--- config.mk ---
export PLATFORM = sky130hd
export DESIGN_NAME = dmsw_ram
export DESIGN_NICKNAME = d
export VERILOG_FILES = /design/src/design/dmsw_ram.sv
export SDC_FILE = /design/constraint.sdc
export NUM_CORES = 2
export LEC_CHECK = 0
export BUFFER_PORTS_ARGS = -buffer_cell sky130_fd_sc_hd__buf_2
export CAP_MARGIN = 20
export CORE_MARGIN = 2
export CORE_UTILIZATION = 60
export CTS_BUF_LIST = sky130_fd_sc_hd__clkbuf_8 sky130_fd_sc_hd__clkbuf_16
export CTS_CLUSTER_DIAMETER = 80
export CTS_CLUSTER_SIZE = 8
export DETAILED_ROUTE_END_ITERATION = 10
export GPL_ROUTABILITY_DRIVEN = 0
export HOLD_SLACK_MARGIN = 0.1
export PLACE_DENSITY = 0.77
export SLEW_MARGIN = 20
export SYNTH_ARGS = -nofsm -noshare
export SYNTH_HDL_FRONTEND = slang
export SYNTH_SLANG_ARGS = --single-unit
--- constraint.sdc ---
create_clock -name clock -period 3.75 [get_ports clock]
set_clock_uncertainty 0.1 [all_clocks]
set_input_delay 0.5625 -clock clock [delete_from_list [all_inputs] [get_ports clock]]
set_output_delay 0.5625 -clock clock [all_outputs]
set_load 0.01 [all_outputs]
--- src/design/dmsw_ram.sv ---
// Generic single-port RAM with registered read data.
`default_nettype none

module dmsw_ram #(
   parameter int DATA_W = 8,
   parameter int DEPTH  = 256
) (
   input  wire logic                     clock,
   input  wire logic                     we,
   input  wire logic [$clog2(DEPTH)-1:0] addr,
   input  wire logic [DATA_W-1:0]        wdata,
   output logic      [DATA_W-1:0]        rdata
);

   logic [DATA_W-1:0] mem [DEPTH];
   logic [DATA_W-1:0] rdata_ff;

   always_ff @(posedge clock) begin
      if (we) begin
         mem[addr] <= wdata;
      end
      rdata_ff <= mem[addr];
   end

   assign rdata = rdata_ff;

endmodule

`default_nettype wire

* Word level (Yosys, flattened, before mapping)
Memories as Yosys holds them, arrays and structs flattened. A register that Yosys moved wholly into a read port is not among the register bits.
Index checks and enable logic that the tools add are counted.
** Storage, ports and cells
- Bits in registers :: 0
- Bits in writable memories :: 2048
- Memories kept :: 1
** Cells by class
- Mux-type cells :: 2
** Memory list
- mem :: depth 256, width 8, read ports 1, clocked after Yosys merged registers in 1, wr ports 1, RTL line 15 : logic [DATA_W-1:0] mem [DEPTH];
** Operators with widths (number)
- 1-bit two-way mux :: 2

* Depth between registers and ports, before layout
- Word-level depth :: 2
- Gate-level depth with buffers :: 10

* Worst setup path before layout
Ideal clock, no wire load.
- Path type :: input port to flip-flop
- Start point :: input addr[1]
- End point :: memory mem[111][0] (enable)
- Arrival time :: 2411 ps
- Required time :: 3280 ps
- Path slack :: 869 ps
- Cell stages on the path :: 9
- Cells stage by stage :: buf_2 clkbuf_1 clkbuf_1 nand2_1 buf_2 nor2_1 nand2_1 clkbuf_1 nor2_1
** RTL lines
- start: declaration :: RTL line 10 : input wire logic [$clog2(DEPTH)-1:0] addr,
- end: declaration :: RTL line 15
No word-level cell before the write port.

==> flow_summary.json <==
{
  "die_y_um": 366,
  "placed_area_mm2": 0.0838,
  "ff_latch_area_mm2": 0.0617,
  "drc": 0,
  "dieArea_mm2": 0.134,
  "synth_cells": 3547,
  "syn_area_per_cell_um2": 22.1,
  "ir_drop_mv": 0.452,
  "vias_per_cell": 6.98,
  "design_area_mm2": 0.0919,
  "grt_pass1_wl_mm": 295,
  "wl_per_cell_um": 34.5,
  "antenna_found_initial": 12,
  "num_rows": 132,
  "htreeDepth": 5,
  "synth_seq_area_share": 0.786,
  "power_frac_clock": 0.464,
  "multiInputGateArea_mm2": 0.0158,
  "p_seq_frac": 0.492,
  "post-route-period-util": 0.851,
  "globalRouteTotalUtil": 0.312,
  "clockBufferDepth": 4,
  "pin_count": 26,
  "finalPower_w": 0.0517,
  "finalHoldViolations": 0,
  "grt_pass1_vias": 42862,
  "p_int_w": 0.0410,
  "fmax_mhz": 313,
  "port_buffers": 25,
  "final_nets": 4114,
  "synthesis.area_mm2": 0.0785,
  "post-route-util": 0.709,
  "cap_viol_max_count": 0,
  "hp-class": "in2reg",
  "crit_arrival_ns": 3.82,
  "grtUsageMet1": 0.414,
  "wirelength_mm": 204,
  "criticalPathCategory": "in2reg",
  "worstPathMaxFanout": 41,
  "path_clk_slew_ns": 0.05,
  "ys_warn_count": 0,
  "met3_usage": 0.0762,
  "p_sw_w": 0.0106,
  "use_met2": 0.496,
  "p_sw_frac": 0.206,
  "rsz0062_at_grt": "false",
  "tightest_slew_ns": 1.12,
  "gr-total-overflow": 0,
  "ant_nets": 0,
  "cts_tree": "yes",
  "cts_root_buf": "clkbuf_16",
  "synth_edf_count": 2048,
  "postCtsSetupBuffers": 0,
  "initial_core_util": 0.605,
  "synthDistinctLibCells": 22,
  "synth_ff_type": "edfxtp_1",
  "num-fill-cells": 7103,
  "endpoint_kind": "register",
  "cts_hold_buf": 0,
  "comb_power_share": 0.044,
  "power_density_mw_per_mm2": 562,
  "period_minus_slack_ns": 3.19,
  "first_pass_iters": 9,
  "top_usage_layer": "met2",
  "power_leakage_nw": 29.4,
  "cp_slowest_cell": "o41ai_1",
  "num_vias": 41190,
  "critPathRequiredTime_ns": 4.37,
  "grt_max_degree": 143,
  "dp_slack_ns": -0.332,
  "die_w_um": 366,
  "synthArstFlopShare": 0,
  "clock_latency_ns": 0.90,
  "ys_ff_latch": 2056,
  "crit_chain": "buf_8 -> buf_12 -> mux4_2 -> a22oi_1 -> a21oi_1 -> o41ai_1 -> nand4_1",
  "max_stage_delay_ns": 1.07,
  "setup_ws_ns": 0.557,
  "slew_headroom": 0.244,
  "drive_above_1_share": 0.318,
  "tritoncts.num_buffers": 308,
  "outcome": "finished clean",
  "drt_iter0_markers": 6345,
  "cts.sinks": 2056,
  "dp_hpwl_mm": 113,
  "synth_nets": 3565,
  "cts.repair.resized": 0,
  "slew_viol_final": 0,
  "cp-start-kind": "input port",
  "finalSetupTns_ns": 0,
  "syn_to_final_growth_pct": 17.1,
  "core_area_mm2": 0.130,
  "setup_violations": 0
}
==> cells by family after synthesis <==
family          synth area share
compound gates            0.0362
buf+inv                   0.0140
simple gates              0.0173
flops                      0.786
mux                        0.147
==> Yosys cell counts, drive strengths merged (6+ instances only) <==
cell,instances,share of area
dfxtp,8,0.0020
a22oi,256,0.024
nand4,8,0.00064
mux4,512,0.15
nor2b,7,0.00056
nand2,28,0.0013
nand2b,6,0.00048
o41ai,32,0.0036
nor3,30,0.0019
a21oi,128,0.0082
buf,87,0.0070
clkbuf,145,0.0069
nor2,232,0.011
edfxtp,2048,0.78
nand3,13,0.00083
==> power groups by stage <==
stage	combinational, W	sequential [W]	clock [W]
CTS	0.00224	0.0254	0.0241
floorplan	0.00113	0.0258	0
finish	0.00227	0.0254	0.0240
detailed placement	0.00219	0.0259	0
global route	0.00235	0.0254	0.0250
global placement	0.00214	0.0259	0
==> layer usage <==
layer / wire [um] / up-vias
met5: 138 / -
li1: - / 16060
met2: 99900 / 3247
met3: 24800 / 633
met1: 69300 / 21232
met4: 9560 / 18
==> through the flow <==
step	hold WS, ns	instances
6_report	0.157	5897
5_1_grt	0.177	5895
4_1_cts	0.150	5895
3_5_place_dp	0.921	5528
3_3_place_gp	0.929	5527
2_1_floorplan	0.561	3547
==> worst max-delay path: cells and delay by family <==
kind                   cells  cell delay, ns
multiplexers               1            0.53
AO/OA/AOI/OAI              3            1.59
buffers and inverters      2            0.83
AND/OR/NAND/NOR            1            0.16
==> placed cells by master, fill, tap and decap left out, types with 13 or more instances in the layout <==
cell       synthesis  routed
nand3_1           13      13
inv_1              1      43
nand2_1           28      27
o41ai_1           32      28
nor3_1            30      30
a21oi_1          128     128
buf_2             36      15
a22oi_1          256     256
mux4_2           512     512
nor2_1           232     231
edfxtp_1        2048    2048
buf_12             0      45
buf_4             16     401
clkbuf_16          0     318
==> registers in the layout (all words and copies together) (netlist names) <==
| signal | count |
|---|---|
| mem | 2048 |
| rdata | 8 |
==> layout make-up <==
cell class / instances / share of cell area
multi-input cells: 1258 / 0.172
flip-flops and latches: 2056 / 0.671
repair buffers: 471 / 0.0449
inverters: 1 / 0.0000408
well taps: 1742 / 0.0237
diodes: 2 / 0.0000544
clock inverters: 49 / 0.00241
clock buffers: 318 / 0.0865
==> path summary, 6_finish.rpt <==
check,start,end,slack [ns],depth (start not counted)
max,addr[0],rdata[7],0.56,7
min,wdata[2],mem[68][2],0.16,2
max reg2reg,mem[251][1],rdata[1],0.71,6
min reg2reg,mem[111][5],rdata[5],0.98,5
Note: power is estimated with default switching activity, not from simulation.
