**src/design/dmsw_pkg.sv**
```systemverilog
// Shared types, constants and register codes for the depth map store.
`default_nettype none

package dmsw_pkg;

   localparam int DEF_MAX_WIDTH  = 512;
   localparam int DEF_MAX_HEIGHT = 512;

   localparam int CHAN_W        = 8;
   localparam int COORD_W       = 16;
   localparam int DEPTH_W       = 7;
   localparam int LEVEL_W       = 8;
   localparam int FRAME_SIZE_W  = 10;
   localparam int CSR_IDX_W     = 3;
   localparam int CSR_DATA_W    = 10;

   localparam logic [FRAME_SIZE_W-1:0] FRAME_SIZE_RESET = 10'd512;

   // mean of three channels: (sum * 683) >> 11 is exact for sums up to 2047
   localparam int MEAN3_MUL   = 683;
   localparam int MEAN3_SHIFT = 11;
   localparam int FULL_ALPHA  = 255;

   typedef enum logic [1:0] {
      FMT_GRAY       = 2'd0,
      FMT_GRAY_ALPHA = 2'd1,
      FMT_RGB        = 2'd2,
      FMT_RGB_ALPHA  = 2'd3
   } pix_fmt_type;

   typedef enum logic [CSR_IDX_W-1:0] {
      CSR_PIXEL_FORMAT  = 3'd0,
      CSR_FOCAL_BLEND   = 3'd1,
      CSR_FOCAL_LEVEL   = 3'd2,
      CSR_FRAME_WIDTH   = 3'd3,
      CSR_FRAME_HEIGHT  = 3'd4
   } csr_index_type;

   typedef enum logic {
      CMD_LOAD  = 1'b0,
      CMD_QUERY = 1'b1
   } cmd_type;

   typedef struct packed {
      logic                      cmd;
      logic [CHAN_W-1:0]         chan_0;
      logic [CHAN_W-1:0]         chan_1;
      logic [CHAN_W-1:0]         chan_2;
      logic [CHAN_W-1:0]         chan_3;
      logic signed [COORD_W-1:0] query_x;
      logic signed [COORD_W-1:0] query_y;
   } dmsw_req_type;

   typedef struct packed {
      logic [DEPTH_W-1:0]        depth_value;
      logic signed [LEVEL_W-1:0] focus_level;
   } dmsw_rsp_type;

endpackage

`default_nettype wire

```
**src/design/dmsw_wrap.sv**
```systemverilog
// Floor modulo of a signed coordinate by the frame size, one quotient bit per cycle.
`default_nettype none

module dmsw_wrap
   import dmsw_pkg::*;
#(
   parameter int MAX_N = DEF_MAX_WIDTH
) (
   input  wire logic                        clock,
   input  wire logic                        reset,
   input  wire logic                        start,
   input  wire logic signed [COORD_W-1:0]   raw,
   input  wire logic [$clog2(MAX_N+1)-1:0]  n,
   output logic                             done,
   output logic [$clog2(MAX_N)-1:0]         result
);

   localparam int N_W   = $clog2(MAX_N + 1);
   localparam int R_W   = $clog2(MAX_N);
   localparam int CNT_W = $clog2(COORD_W);

   logic               run_ff, done_ff, neg_ff;
   logic [CNT_W-1:0]   cnt_ff;
   logic [COORD_W-1:0] mag_ff;
   logic [N_W-1:0]     rem_ff, n_ff;

   logic [COORD_W-1:0] raw_u, mag_in;
   logic [N_W:0]       trial;
   logic [N_W-1:0]     rem_step, fixed;

   assign raw_u  = raw;
   assign mag_in = raw_u[COORD_W-1] ? COORD_W'(~raw_u + 1'b1) : raw_u;

   assign trial    = {rem_ff, mag_ff[COORD_W-1]};
   assign rem_step = (trial >= {1'b0, n_ff}) ? N_W'(trial - {1'b0, n_ff}) : N_W'(trial);

   // negative input: remainder of the magnitude folds back from n
   assign fixed = (neg_ff && (rem_ff != '0)) ? n_ff - rem_ff : rem_ff;

   always_ff @(posedge clock) begin
      if (reset) begin
         run_ff  <= 1'b0;
         done_ff <= 1'b0;
         cnt_ff  <= '0;
      end else begin
         done_ff <= 1'b0;
         if (start) begin
            run_ff <= 1'b1;
            cnt_ff <= '0;
         end else if (run_ff) begin
            cnt_ff <= cnt_ff + 1'b1;
            if (cnt_ff == CNT_W'(COORD_W - 1)) begin
               run_ff  <= 1'b0;
               done_ff <= 1'b1;
            end
         end
      end
      if (start) begin
         mag_ff <= mag_in;
         rem_ff <= '0;
         n_ff   <= n;
         neg_ff <= raw_u[COORD_W-1];
      end else if (run_ff) begin
         mag_ff <= {mag_ff[COORD_W-2:0], 1'b0};
         rem_ff <= rem_step;
      end
   end

   assign done   = done_ff;
   assign result = R_W'(fixed);

endmodule

`default_nettype wire

```
**config.mk**
```make
export PLATFORM = sky130hd
export DESIGN_NAME = dmsw_wrap
export DESIGN_NICKNAME = d
export VERILOG_FILES = /design/src/design/dmsw_pkg.sv /design/src/design/dmsw_wrap.sv
export SDC_FILE = /design/constraint.sdc
export NUM_CORES = 1
export LEC_CHECK = 0
export BUFFER_PORTS_ARGS = -buffer_cell sky130_fd_sc_hd__buf_4
export CAP_MARGIN = 20
export CORE_ASPECT_RATIO = 0.5
export CORE_MARGIN = 2
export CORE_UTILIZATION = 30
export DETAILED_ROUTE_END_ITERATION = 6
export GPL_TIMING_DRIVEN = 1
export HOLD_SLACK_MARGIN = 0.12
export PLACE_DENSITY = 0.46
export SYNTH_ARGS = -nofsm -noshare
export SYNTH_HDL_FRONTEND = slang
export SYNTH_SLANG_ARGS = --single-unit
```
**constraint.sdc**
```tcl
create_clock -name clock -period 5.39 [get_ports clock]
set_clock_uncertainty 0.1 [all_clocks]
set_input_delay 0.539 -clock clock [delete_from_list [all_inputs] [get_ports clock]]
set_output_delay 0.539 -clock clock [all_outputs]
set_load 0.01 [all_outputs]
```
# Word level (Yosys, flattened, before mapping)
# Index checks and enable logic that the tools add are counted.
# totals
inputBits	29
regBits	43
output_inout_bits	10
word_cells	29
# classes
add_sub_neg	4
eq_ne	1
n_reduce_logical	5
n_bitwise	2
n_mux	9
order_cmp	1
# ops
cell	n
$mux W16	3
$add A16 B1 Y16 const B	1
$not A16 Y16	1
$ge A11 B10 Y1	1
$mux W10	1
$reduce_bool A10 Y1	1
$sub A10 B10 Y10	1
$mux W9	1
$sub A9 B9 Y9	1
$add A4 B1 Y4 const B	1
$eq A4 B4 Y1 const B	1
$mux W1	4
$reduce_or A3 Y1	1
$reduce_bool A2 Y1	1
$reduce_or A2 Y1	1
$logic_and A1 B1 Y1	1
$not A1 Y1	1

# Logic depth before layout (Yosys ltp)
# depth
depth_word	4
depth_mapped	10
depth_no_buf	10

# Worst setup path before layout
# Ideal clock, no wire load.
# synth_path
path_kind	flip-flop to output port
from	reg rem_ff[0]
to	out result[8]
required_ps	4751
path_buffers	0
path_stages_with_launch	9
setup_slack_ps	2877
t_arrival_ps	1874
path_cell_list	dfxtp_1 -> ha_1 -> fa_1 -> nor2b_1 -> o2111ai_1 -> a31oi_1 -> xnor2_1 -> nand2_1 -> xnor2_1
# synth_between
elab_chain_len	3
elab_cells_between_ends	4
classes_between	add/sub: 1; mux: 1; reduce/logical: 2
# synth_rtl
item	line	rtl
start, declared	dmsw_wrap.sv:25	logic [N_W-1:0] rem_ff, n_ff;
start signal, assigned	dmsw_wrap.sv:65	rem_ff <= rem_step;
parallel branches: the longest is 2 deep, another holds $sub A9 B9 Y9	--	
$mux W9 *	dmsw_wrap.sv:38	assign fixed = (neg_ff && (rem_ff != '0)) ? n_ff - rem_ff : rem_ff;
end, declared	dmsw_wrap.sv:15	output logic [$clog2(MAX_N)-1:0] result
# Every way passes the cells marked *.

# Worst setup path in the final report
# Ends and elaborated chain as after synthesis.

==> key figures <==
Synthesis
  • Sequential area share after synthesis: 0.3942
  • Syn Area/Cell: 9.137 um^2
  • Post-synth ARST share: 0
  • Yosys warns: 0
  • Number of synthesized flops with an enable pin: 27
  • Top cell type by total area after synthesis: edfxtp_1
  • Adder-Cell Fraction of Synth Area: 0.1012
  • XOR/XNOR share of the synthesized area: 0.09158
  • Synth area leaders: edfxtp_1, dfxtp_1, ha_1
  • Main combinational cell family by area after synthesis: simple AND/OR/NAND/NOR gates
  • FF+latch count, synth: 43
  • Syn Inst Count: 314
  • Post-synth top flop: edfxtp_1
  • Mapped Nets: 365
  • Share of the synthesized area in the top cell type: 0.2826
  • Synth Area in Simple Gates: 0.1718
  • Post-synthesis compound-gate area fraction: 0.1522
  • Multiplexer share of the synthesized area: 0.03881
  • Mapped Area: 2869 um^2
  • Synth unique cells: 47

Worst setup path
  • CP max stage delay: 410 ps
  • Crit path capture type: output port
  • Crit Path Class: flop to output port
  • R2r setup slk: 2780 ps
  • Arr. time, crit path: 2500 ps
  • Critical Path Most Common Cell: xnor2_1
  • Element type at the critical path start: flop
  • Reg2reg start: n_ff[4]
  • Crit path cell chain: ha_1 > fa_1 > nor2b_1 > o2111ai_1 > a31oi_1 > xnor2_1 > nand2_1 > xnor2_1 > buf_4
  • Top cell family by delay on the critical path: adder cells
  • Critical path fanouts, max: 7
  • CP required: 4750 ps
  • Crit-path slowest cell: fa_1
  • Crit path launch: rem_ff[0]
  • CP bufs+invs: 1

Finish
  • Share of cells above drive strength 1: 0.1538
  • Commonest non-fill, non-tap cell in the layout: nor2_1
  • Nets: 401
  • N_diodes: 0
  • Footprint of the multi-input gates: 1594 um^2
  • Most frequent cells in the layout: nor2_1, buf_4, a21oi_1, inv_1, edfxtp_1
  • Area delta synth->final: 19.80%
  • Filler cells: 965
  • Register area: 1131 um^2

STA
  • RSZ-0062 raised after global routing: false
  • Final worst path period need: 3135 ps
  • Slew margin rel.: 0.4524
  • Smallest hold slack: 320.7 ps
  • Max frequency: 319.0 MHz
  • Tcrit/Tclk final: 0.5816
  • Final setup viols: 0
  • Worst slew pin tran: 820.4 ps
  • Count of pins over their slew limit: 0
  • Final Hold Fails: 0
  • Setup TNS: 0 ps

Detailed routing
  • Via-to-Cell Ratio: 4.911
  • Routed Antenna Nets: 0
  • Initial DRC count: 143
  • Residual DRC: 0
  • First-pass DRT Iterations: 4
  • Routed WL per cell: 13.40 um
  • Drt total wl: 6323 um
  • Total number of vias: 2318

Global routing
  • Largest net degree at the start of global routing: 51
  • First-pass GRT wire length: 10650 um
  • Vias in the first global route: 2362
  • Total track usage: 0.1295
  • Grt total ovfl: 0
  • Initial antenna violation count: 0

Power and ir drop
  • Leak: 1.385 nW
  • Power density cells: 292.4 nW/um^2
  • Worst VDD drop: 0.1292 mV

Clock tree
  • CTS tree: built
  • Hold Buf Count CTS: 0
  • Worst-path clk slew: 70 ps
  • CTS root buf: clkbuf_16
  • CTS Buffer Depth: 2
  • Clk sink count: 43
  • Clock Latency Late Sink: 290 ps
  • Total CTS buffers: 5
  • H-tree levels: 2
  • Post-CTS Setup Inserts: 0
  • Post-CTS Resized: 0

Place
  • Routability cong.: 0.8125
  • Post-DP HPWL: 4698 um
  • Port bufs: 38

Floorplan
  • Starting Density: 0.3057
  • Die Wd: 142.3 um
  • I/O pins: 39
  • Die area: 10410 um^2
  • Die height: 73.15 um
  • Core Area: 9384 um^2
  • Site Rows: 25

Min path
  • Worst hold start: n[1]
  • Hold WC Path Type: input pin to flop

Status
  • Status: finished clean

Run
  • Max Cap Violations: 0
stage by stage:
stage | total power [mW] | utilization | instance area [um^2] | cells | worst slack (ps)
after global routing | 1.064 | 0.3663 | 3437 | 472 | 2106
after CTS | 1.019 | 0.3663 | 3437 | 472 | 2229
after global placement | 0.6616 | 0.3485 | 3271 | 464 | 2607
after floorplan | 0.5749 | - | 2869 | 314 | 2877
final | 1.005 | 0.3663 | 3437 | 472 | 2255
after detailed placement | 0.6636 | 0.3485 | 3271 | 464 | 2582
cells in the mapped netlist (2+ instances only):
| cell type | n |
|---|---|
| a21oi_1 | 28 |
| and2_1 | 3 |
| a31oi_1 | 2 |
| edfxtp_1 | 27 |
| inv_1 | 27 |
| nor2_1 | 40 |
| or3_1 | 3 |
| o211ai_1 | 2 |
| nor4b_1 | 2 |
| xor2_1 | 18 |
| mux2i_1 | 10 |
| nor2b_1 | 5 |
| dfxtp_1 | 16 |
| nor3_1 | 5 |
| xnor2_1 | 12 |
| o22ai_1 | 6 |
| nand4_1 | 4 |
| clkbuf_1 | 5 |
| a211oi_1 | 3 |
| nand2_1 | 23 |
| nand2b_1 | 3 |
| o21ai_0 | 13 |
| fa_1 | 2 |
| buf_1 | 3 |
| nand3_1 | 4 |
| nor4_1 | 3 |
| ha_1 | 20 |
| o31ai_1 | 6 |
where the power goes:
part | switching (mW) | total [mW] | internal [mW]
Combinational | 0.137 | 0.257 | 0.120
Clock | 0.130 | 0.349 | 0.219
Sequential | 0.0185 | 0.399 | 0.381
area by class of cell:
| type | count | area share |
|---|---|---|
| multi-input cells | 234 | 0.4638 |
| flip-flops and latches | 43 | 0.3291 |
| repair buffers | 39 | 0.08518 |
| well taps | 121 | 0.04405 |
| clock buffers | 6 | 0.03750 |
| inverters | 27 | 0.02949 |
| clock inverters | 2 | 0.01092 |
path summary, 6_finish.rpt:
path | end | cells after the start
max | result[8] | 9
min | n_ff[1] | 1
max reg2reg | rem_ff[6] | 8
min reg2reg | done | 2
cells by family after synthesis:
family,count (synthesis)
AO/OA/AOI/OAI,70
XOR/XNOR,30
buffers and inverters,37
AND/OR/NAND/NOR,101
adder cells (fa/ha/maj),22
multiplexers,11
flip-flops,43
routing by layer:
layer	track usage	vias up	routed length [um]	part of all wire
met1	0.1604	1075	3032	0.48
met2	0.2265	44	2923	0.46
li1	-	1190	-	-
met3	0.03018	9	274	0.043
met4	0.04290	0	91	0.014
met5	0	-	0	0
registers in the layout, summed over array words and instances (netlist names):
name	flops
cnt_ff	4
neg_ff	1
run_ff	1
n_ff	10
mag_ff	16
done	1
rem_ff	10
Note: power is estimated with default switching activity, not from simulation.
