$ cat config.mk
export PLATFORM = sky130hd
export DESIGN_NAME = dmsw_conv
export DESIGN_NICKNAME = d
export VERILOG_FILES = /design/src/design/dmsw_pkg.sv /design/src/design/dmsw_conv.sv
export SDC_FILE = /design/constraint.sdc
export NUM_CORES = 1
export LEC_CHECK = 0
export BUFFER_PORTS_ARGS = -buffer_cell sky130_fd_sc_hd__clkbuf_2
export CORE_UTILIZATION = 25
export DETAILED_ROUTE_END_ITERATION = 10
export GPL_ROUTABILITY_DRIVEN = 0
export PLACE_DENSITY = 0.47
export SYNTH_ARGS = -nofsm -noshare
export SYNTH_HDL_FRONTEND = slang
export SYNTH_SLANG_ARGS = --single-unit
$ cat constraint.sdc
create_clock -name clock -period 10.7 [get_ports clock]
set_input_delay 2.14 -clock clock [delete_from_list [all_inputs] [get_ports clock]]
set_output_delay 2.14 -clock clock [all_outputs]
set_load 0.03 [all_outputs]
$ cat src/design/dmsw_pkg.sv
// Shared types, constants and register codes for the depth map store.
`default_nettype none

package dmsw_pkg;

   localparam int DEF_MAX_WIDTH  = 512;
   localparam int DEF_MAX_HEIGHT = 512;

   localparam int CHAN_W        = 8;
   localparam int COORD_W       = 16;
   localparam int DEPTH_W       = 7;
   localparam int LEVEL_W       = 8;
   localparam int FRAME_SIZE_W  = 10;
   localparam int CSR_IDX_W     = 3;
   localparam int CSR_DATA_W    = 10;

   localparam logic [FRAME_SIZE_W-1:0] FRAME_SIZE_RESET = 10'd512;

   // mean of three channels: (sum * 683) >> 11 is exact for sums up to 2047
   localparam int MEAN3_MUL   = 683;
   localparam int MEAN3_SHIFT = 11;
   localparam int FULL_ALPHA  = 255;

   typedef enum logic [1:0] {
      FMT_GRAY       = 2'd0,
      FMT_GRAY_ALPHA = 2'd1,
      FMT_RGB        = 2'd2,
      FMT_RGB_ALPHA  = 2'd3
   } pix_fmt_type;

   typedef enum logic [CSR_IDX_W-1:0] {
      CSR_PIXEL_FORMAT  = 3'd0,
      CSR_FOCAL_BLEND   = 3'd1,
      CSR_FOCAL_LEVEL   = 3'd2,
      CSR_FRAME_WIDTH   = 3'd3,
      CSR_FRAME_HEIGHT  = 3'd4
   } csr_index_type;

   typedef enum logic {
      CMD_LOAD  = 1'b0,
      CMD_QUERY = 1'b1
   } cmd_type;

   typedef struct packed {
      logic                      cmd;
      logic [CHAN_W-1:0]         chan_0;
      logic [CHAN_W-1:0]         chan_1;
      logic [CHAN_W-1:0]         chan_2;
      logic [CHAN_W-1:0]         chan_3;
      logic signed [COORD_W-1:0] query_x;
      logic signed [COORD_W-1:0] query_y;
   } dmsw_req_type;

   typedef struct packed {
      logic [DEPTH_W-1:0]        depth_value;
      logic signed [LEVEL_W-1:0] focus_level;
   } dmsw_rsp_type;

endpackage

`default_nettype wire

$ cat src/design/dmsw_conv.sv
// Four-stage pixel to depth conversion: mean, alpha blend, divide by 255, halve.
`default_nettype none

module dmsw_conv
   import dmsw_pkg::*;
(
   input  wire logic                 clock,
   input  wire logic                 reset,
   input  wire logic                 in_valid,
   input  wire dmsw_req_type         req,
   input  wire pix_fmt_type          fmt,
   input  wire logic [CHAN_W-1:0]    blend,
   output logic                      out_valid,
   output logic [DEPTH_W-1:0]        depth
);

   logic              va_ff, vb_ff, vc_ff, vd_ff;
   logic [CHAN_W-1:0] mean_ff, c0_ff, alpha_ff;
   logic [CHAN_W-1:0] vb_val_ff, vc_val_ff;
   logic [15:0]       nb_ff, nc_ff;
   logic [CHAN_W-1:0] q0_ff;
   logic [DEPTH_W-1:0] depth_ff;

   logic [9:0]        sum;
   logic [20:0]       mean_prod;
   logic [CHAN_W-1:0] alpha_in, v_sel;
   logic [15:0]       n_in;
   logic [24:0]       n257;
   logic [16:0]       rem;
   logic [CHAN_W-1:0] q_fix, result;
   logic              use_mean, use_alpha;

   always_comb begin
      case (fmt)
         FMT_GRAY:       begin use_mean = 1'b0; use_alpha = 1'b0; end
         FMT_GRAY_ALPHA: begin use_mean = 1'b0; use_alpha = 1'b1; end
         FMT_RGB:        begin use_mean = 1'b1; use_alpha = 1'b0; end
         FMT_RGB_ALPHA:  begin use_mean = 1'b1; use_alpha = 1'b1; end
         default:        begin use_mean = 1'b0; use_alpha = 1'b0; end
      endcase
   end

   // stage A: channel mean by reciprocal multiply
   assign sum       = 10'(req.chan_0) + 10'(req.chan_1) + 10'(req.chan_2);
   assign mean_prod = 21'(sum) * 21'(MEAN3_MUL);
   assign alpha_in  = (fmt == FMT_GRAY_ALPHA) ? req.chan_1 : req.chan_3;

   // stage B: blend numerator v*a + f*(255-a)
   assign v_sel = use_mean ? mean_ff : c0_ff;
   assign n_in  = 16'(v_sel) * 16'(alpha_ff)
                + 16'(blend) * 16'(CHAN_W'(FULL_ALPHA) - alpha_ff);

   // stage C: quotient estimate n*257 >> 16, low by at most one
   assign n257 = (25'(nb_ff) << 8) + 25'(nb_ff);

   // stage D: one correction step
   assign rem    = 17'(nc_ff) - 17'(q0_ff) * 17'(FULL_ALPHA);
   assign q_fix  = (rem >= 17'(FULL_ALPHA)) ? q0_ff + 1'b1 : q0_ff;
   assign result = use_alpha ? q_fix : vc_val_ff;

   always_ff @(posedge clock) begin
      if (reset) begin
         va_ff <= 1'b0;
         vb_ff <= 1'b0;
         vc_ff <= 1'b0;
         vd_ff <= 1'b0;
      end else begin
         va_ff <= in_valid;
         vb_ff <= va_ff;
         vc_ff <= vb_ff;
         vd_ff <= vc_ff;
      end
      mean_ff   <= mean_prod[MEAN3_SHIFT +: CHAN_W];
      c0_ff     <= req.chan_0;
      alpha_ff  <= alpha_in;
      vb_val_ff <= v_sel;
      nb_ff     <= n_in;
      vc_val_ff <= vb_val_ff;
      nc_ff     <= nb_ff;
      q0_ff     <= n257[23:16];
      depth_ff  <= result[CHAN_W-1:1];
   end

   assign out_valid = vd_ff;
   assign depth     = depth_ff;

endmodule

`default_nettype wire

; Yosys cells after proc, flatten, opt, wreduce, memory -nomap -nowiden
; Cells that the tools add are included.
; W data, S select, Z words.
[word_totals]
reg_bits = 91
out_inout_bits = 8
input_bits = 78
[op_classes]
n_addsub = 7
eq_ne = 3
magnitude_cmp = 1
n_mul = 4
muxes = 6
reduce_logical = 5
[ops]
columns = operator, count
row1 = $mux W8, 4
row2 = $add A24 B16 Y24, 1
row3 = $mul A10 B10 Y19 const B, 1
row4 = $ge A17 B8 Y1 const B, 1
row5 = $sub A16 B16 Y17, 1
row6 = $add A16 B16 Y16, 1
row7 = $mul A8 B8 Y16, 1
row8 = $mul A8 B8 Y16 const B, 1
row9 = $mul A9 B9 Y16, 1
row10 = $add A9 B8 Y10, 1
row11 = $add A8 B8 Y9, 1
row12 = $sub A8 B8 Y9 const A, 1
row13 = $add A8 B1 Y8 const B, 1
row14 = $reduce_or A2 Y1, 4
row15 = $eq A2 B2 Y1 const B, 2
row16 = $pmux W1 S2, 2
row17 = $eq A2 B1 Y1 const B, 1
row18 = $logic_not A2 Y1, 1

; Longest topological paths before layout
[logic_depth]
word_depth = 6
depth_mapped = 30
depth_no_buf = 30

; Worst setup path before layout
; OpenSTA, ideal clock, no wires.
[synth_path]
path_type = input -> register
from = input req[41] in the netlist's numbering
to = register mean_ff[7]
setup_time_ps = 72
t_required_ps = 10628
cell_stages = 29
path_buffers = 0
setup_slack_ps = 1939
arrival_ps = 8689
cell_sequence = inv_1 -> fa_1 -> inv_1 -> ha_1 -> fa_1 -> a21o_1 -> a21oi_1 -> o21bai_1 -> a21oi_1 -> xor2_1 -> inv_1 -> ha_1 -> ha_1 -> inv_1 -> fa_1 -> inv_1 -> fa_1 -> inv_1 -> fa_1 -> inv_1 -> ha_1 -> a211oi_2 -> o211ai_1 -> and2_1 -> a41o_1 -> or4_1 -> a31o_2 -> a21oi_1 -> xnor2_1
[synth_via]
elab_chain_cells = 2
[synth_lines]
columns = item, line_no
row1 = from (decl), dmsw_conv.sv:10  ; input wire dmsw_req_type req,
row2 = $add A9 B8 Y10, dmsw_conv.sv:44  ; assign sum = 10'(req.chan_0) + 10'(req.chan_1) + 10'(req.chan_2);
row3 = $mul A10 B10 Y19, dmsw_conv.sv:45  ; assign mean_prod = 21'(sum) * 21'(MEAN3_MUL);
row4 = named net mean_prod[18], dmsw_conv.sv:25  ; logic [20:0] mean_prod;
row5 = to (signal assigned), dmsw_conv.sv:73  ; mean_ff <= mean_prod[MEAN3_SHIFT +: CHAN_W];
row6 = to (decl), dmsw_conv.sv:18  ; logic [CHAN_W-1:0] mean_ff, c0_ff, alpha_ff;
; The timed path passes the listed nets, and every way through them passes these cells.
; A chain may end at the register's enable or synchronous reset.

; Worst setup path in the final report
; Same ends and word-level chain as after synthesis.

==> flow_metrics.tcl <==
set metrics [dict create \
    outcome "completed" \
    final_layout_size_suffix_gt1_share_pct 7.75 \
    critPathKind "in2reg" \
    die_w_um 216 \
    hold_slack_ns 0.323 \
    synthesis.area_um2 11400 \
    required_ns 10.97 \
    dp_hpwl_mm 20.8 \
    num_vias 7643 \
    finalSetupViolCount 0 \
    nets 1679 \
    synth-edff-count 0 \
    cts_buffer_depth 2 \
    port_buffers 52 \
    numCtsBuffers 9 \
    clk_latency_ns 0.34 \
    crit_top_cell "inv_1" \
    start_kind "input pin" \
    antenna_found_initial 0 \
    hold_end "vc_val_ff[4]$_DFF_P_" \
    grt_pass1_vias 8240 \
    postCtsSetupRepairBufs 0 \
    cts_resized 0 \
    synth_cells 1198 \
    finalCritPeriodShare_pct 84.3 \
    hold_start "vb_val_ff[4]$_DFF_P_" \
    synth_compound_area_share_pct 6.77 \
    drc 0 \
    finish.utilization_pct 28.1 \
    tns_ns 0 \
    crit_path_end_kind "register" \
    synth_nets 1631 \
    synth_top_family_by_area "adder cells" \
    area_growth_pct 11.0 \
    first_pass_iters 5 \
    std_cell_rows 78 \
    period_minus_slack_ns 9.02 \
    tritoncts "yes" \
    rr_worst_depth 18 \
    yosys.area_share.simple_pct 12.0 \
    n_antenna_cell 0 \
    cpMaxStageDelayCell "fa_1" \
    clock-sinks 89 \
    dieArea_um2 46700 \
    clock.fmax_ghz 0.111 \
    synth_fa_ha_area_share_pct 49.8 \
    maxCapViolations 0 \
    yosysWarnings 0 \
    r2r_end "nb_ff[14]$_DFF_P_" \
    boundaryPins 86 \
    crit-reg2reg-launch "mean_ff[0]$_DFF_P_" \
    routedWlPerCell_um 13.0 \
    h-tree-depth 3 \
    synth_xor_xnor_area_share_pct 3.52 \
    cts_root_buf "clkbuf_16" \
    final_antenna_net_count 0 \
    seq_area_frac_synth_pct 15.6 \
    grt_use_total_pct 10.8 \
    slew_violations 0 \
    worstMarginPinSlew_ns 0.880 \
    grt_max_degree 17 \
    final_common_cell "inv_1" \
    async_reset_ff_share_pct 0 \
    overflow 0 \
    grt_pass1_wl_mm 40.6 \
    avgSynthCellArea_um2 9.56 \
    via_per_inst 4.13 \
    min_path_type "reg2reg" \
    slew_headroom_pct 39.6 \
    clk_pin_slew_ns 0.06 \
    coreArea_um2 45300 \
    finalWirelength_mm 24.0 \
    holdPathStages 0 \
    skew_ns 0.00800 \
    cp_max_fo 3 \
    ctsHoldBuffers 0 \
    ys_types 55 \
    critical_path_arrival_ns 9.29 \
    initial_core_util_pct 25.3 \
    synth-seq-cells 89 \
    post-place-ws_ns 1.25 \
    synthFlopType "dfxtp_1" \
    slowest_delay_ns 0.53 \
    fp.dieH_um 216 \
    final_cell_mix "302 x inv_1, 187 x ha_1, 168 x fa_1" \
    synthMuxAreaShare_pct 1.91 \
    rsz0062_at_grt "no" \
    final.setup.worst_slack_ns 1.68 \
    drt_iter0_drc 228 \
    hold_violations 0 \
    worst-r2r-setup-slack_ns 4.67 \
]
## worst max-delay path, delay by kind of cell
family	cells	cell delay [ns]
xor+xnor	2	0.57
buf+inv	8	0.50
fa+ha+maj	9	3.63
simple gates	2	0.62
compound gates	9	1.83
## layer usage
metal  up-vias  share of wire, %  global-route usage, %  wire (um)
met5         -                 0                      0          0
met4         0              0.98                   2.18        235
met3        11               2.1                   1.30        497
met2        79                50                   19.4      11900
met1      3735                47                   13.9      11400
li1       3818                 -                      -          -
## logic make-up after synthesis
family / count (synthesis)
AOI/OAI and AO/OA: 113
adders and majority gates: 355
DFF: 89
and+or+nand+nor: 257
buffers and inverters: 318
xor gates and xnor gates: 46
muxes: 20
## state kept, by name (all words and copies together), names as in the netlist
signal     count
vc_ff          1
out_valid      1
nc_ff         16
vb_val_ff      7
va_ff          1
q0_ff          8
nb_ff         16
alpha_ff       8
depth          7
mean_ff        8
vb_ff          1
c0_ff          8
vc_val_ff      7
## layout make-up
type	count	area, um^2
Fill cell	4865	32600
Multi-Input combinational cell	791	8470
Sequential cell	89	1780
Inverter	302	1130
Tap cell	600	751
Timing Repair Buffer	53	268
Clock buffer	10	229
Clock inverter	6	76.3
## per-stage QoR
step           area (um^2)  instances
2_1_floorplan        11400       1198
3_3_place_gp         12400       1835
3_5_place_dp         12400       1835
4_1_cts              12700       1851
5_1_grt              12700       1851
6_report             12700       1851
## Yosys cell counts, types with 5 or more instances
cell | number | area (um^2)
nand2b_1 | 38 | 238
o21a_1 | 6 | 45.0
dfxtp_1 | 89 | 1780
nor2_1 | 37 | 139
nand2_1 | 54 | 203
and2_1 | 25 | 156
nor3_1 | 10 | 50.1
xor2_1 | 9 | 78.8
xnor2_1 | 37 | 324
a21oi_1 | 32 | 160
nor2b_1 | 46 | 288
mux2_2 | 15 | 169
fa_1 | 168 | 3360
ha_1 | 187 | 2340
o21ai_0 | 13 | 65.1
inv_1 | 302 | 1130
nor3b_1 | 5 | 37.5
or3_1 | 6 | 37.5
a21o_1 | 12 | 90.1
nand3_1 | 16 | 80.1
a31oi_1 | 7 | 43.8
mux2i_1 | 5 | 50.1
clkbuf_1 | 12 | 45.0
o21bai_1 | 6 | 45.0
o211ai_1 | 9 | 67.6
## worst max-delay path by stage
stage | slack, ns | from | cells after the start | to
floorplan | 1.94 | req[41] | 29 | mean_ff[7]$_DFF_P_
detailed placement | 1.25 | req[41] | 30 | mean_ff[7]$_DFF_P_
global placement | 1.33 | req[41] | 30 | mean_ff[7]$_DFF_P_
global route | 1.27 | req[41] | 30 | mean_ff[7]$_DFF_P_
CTS | 1.62 | req[41] | 30 | mean_ff[7]$_DFF_P_
finish | 1.68 | req[41] | 30 | mean_ff[7]$_DFF_P_
Power is left out: the tool's default activity adds up to more than one toggle a clock period on the data nets, which glitch-free logic cannot reach.
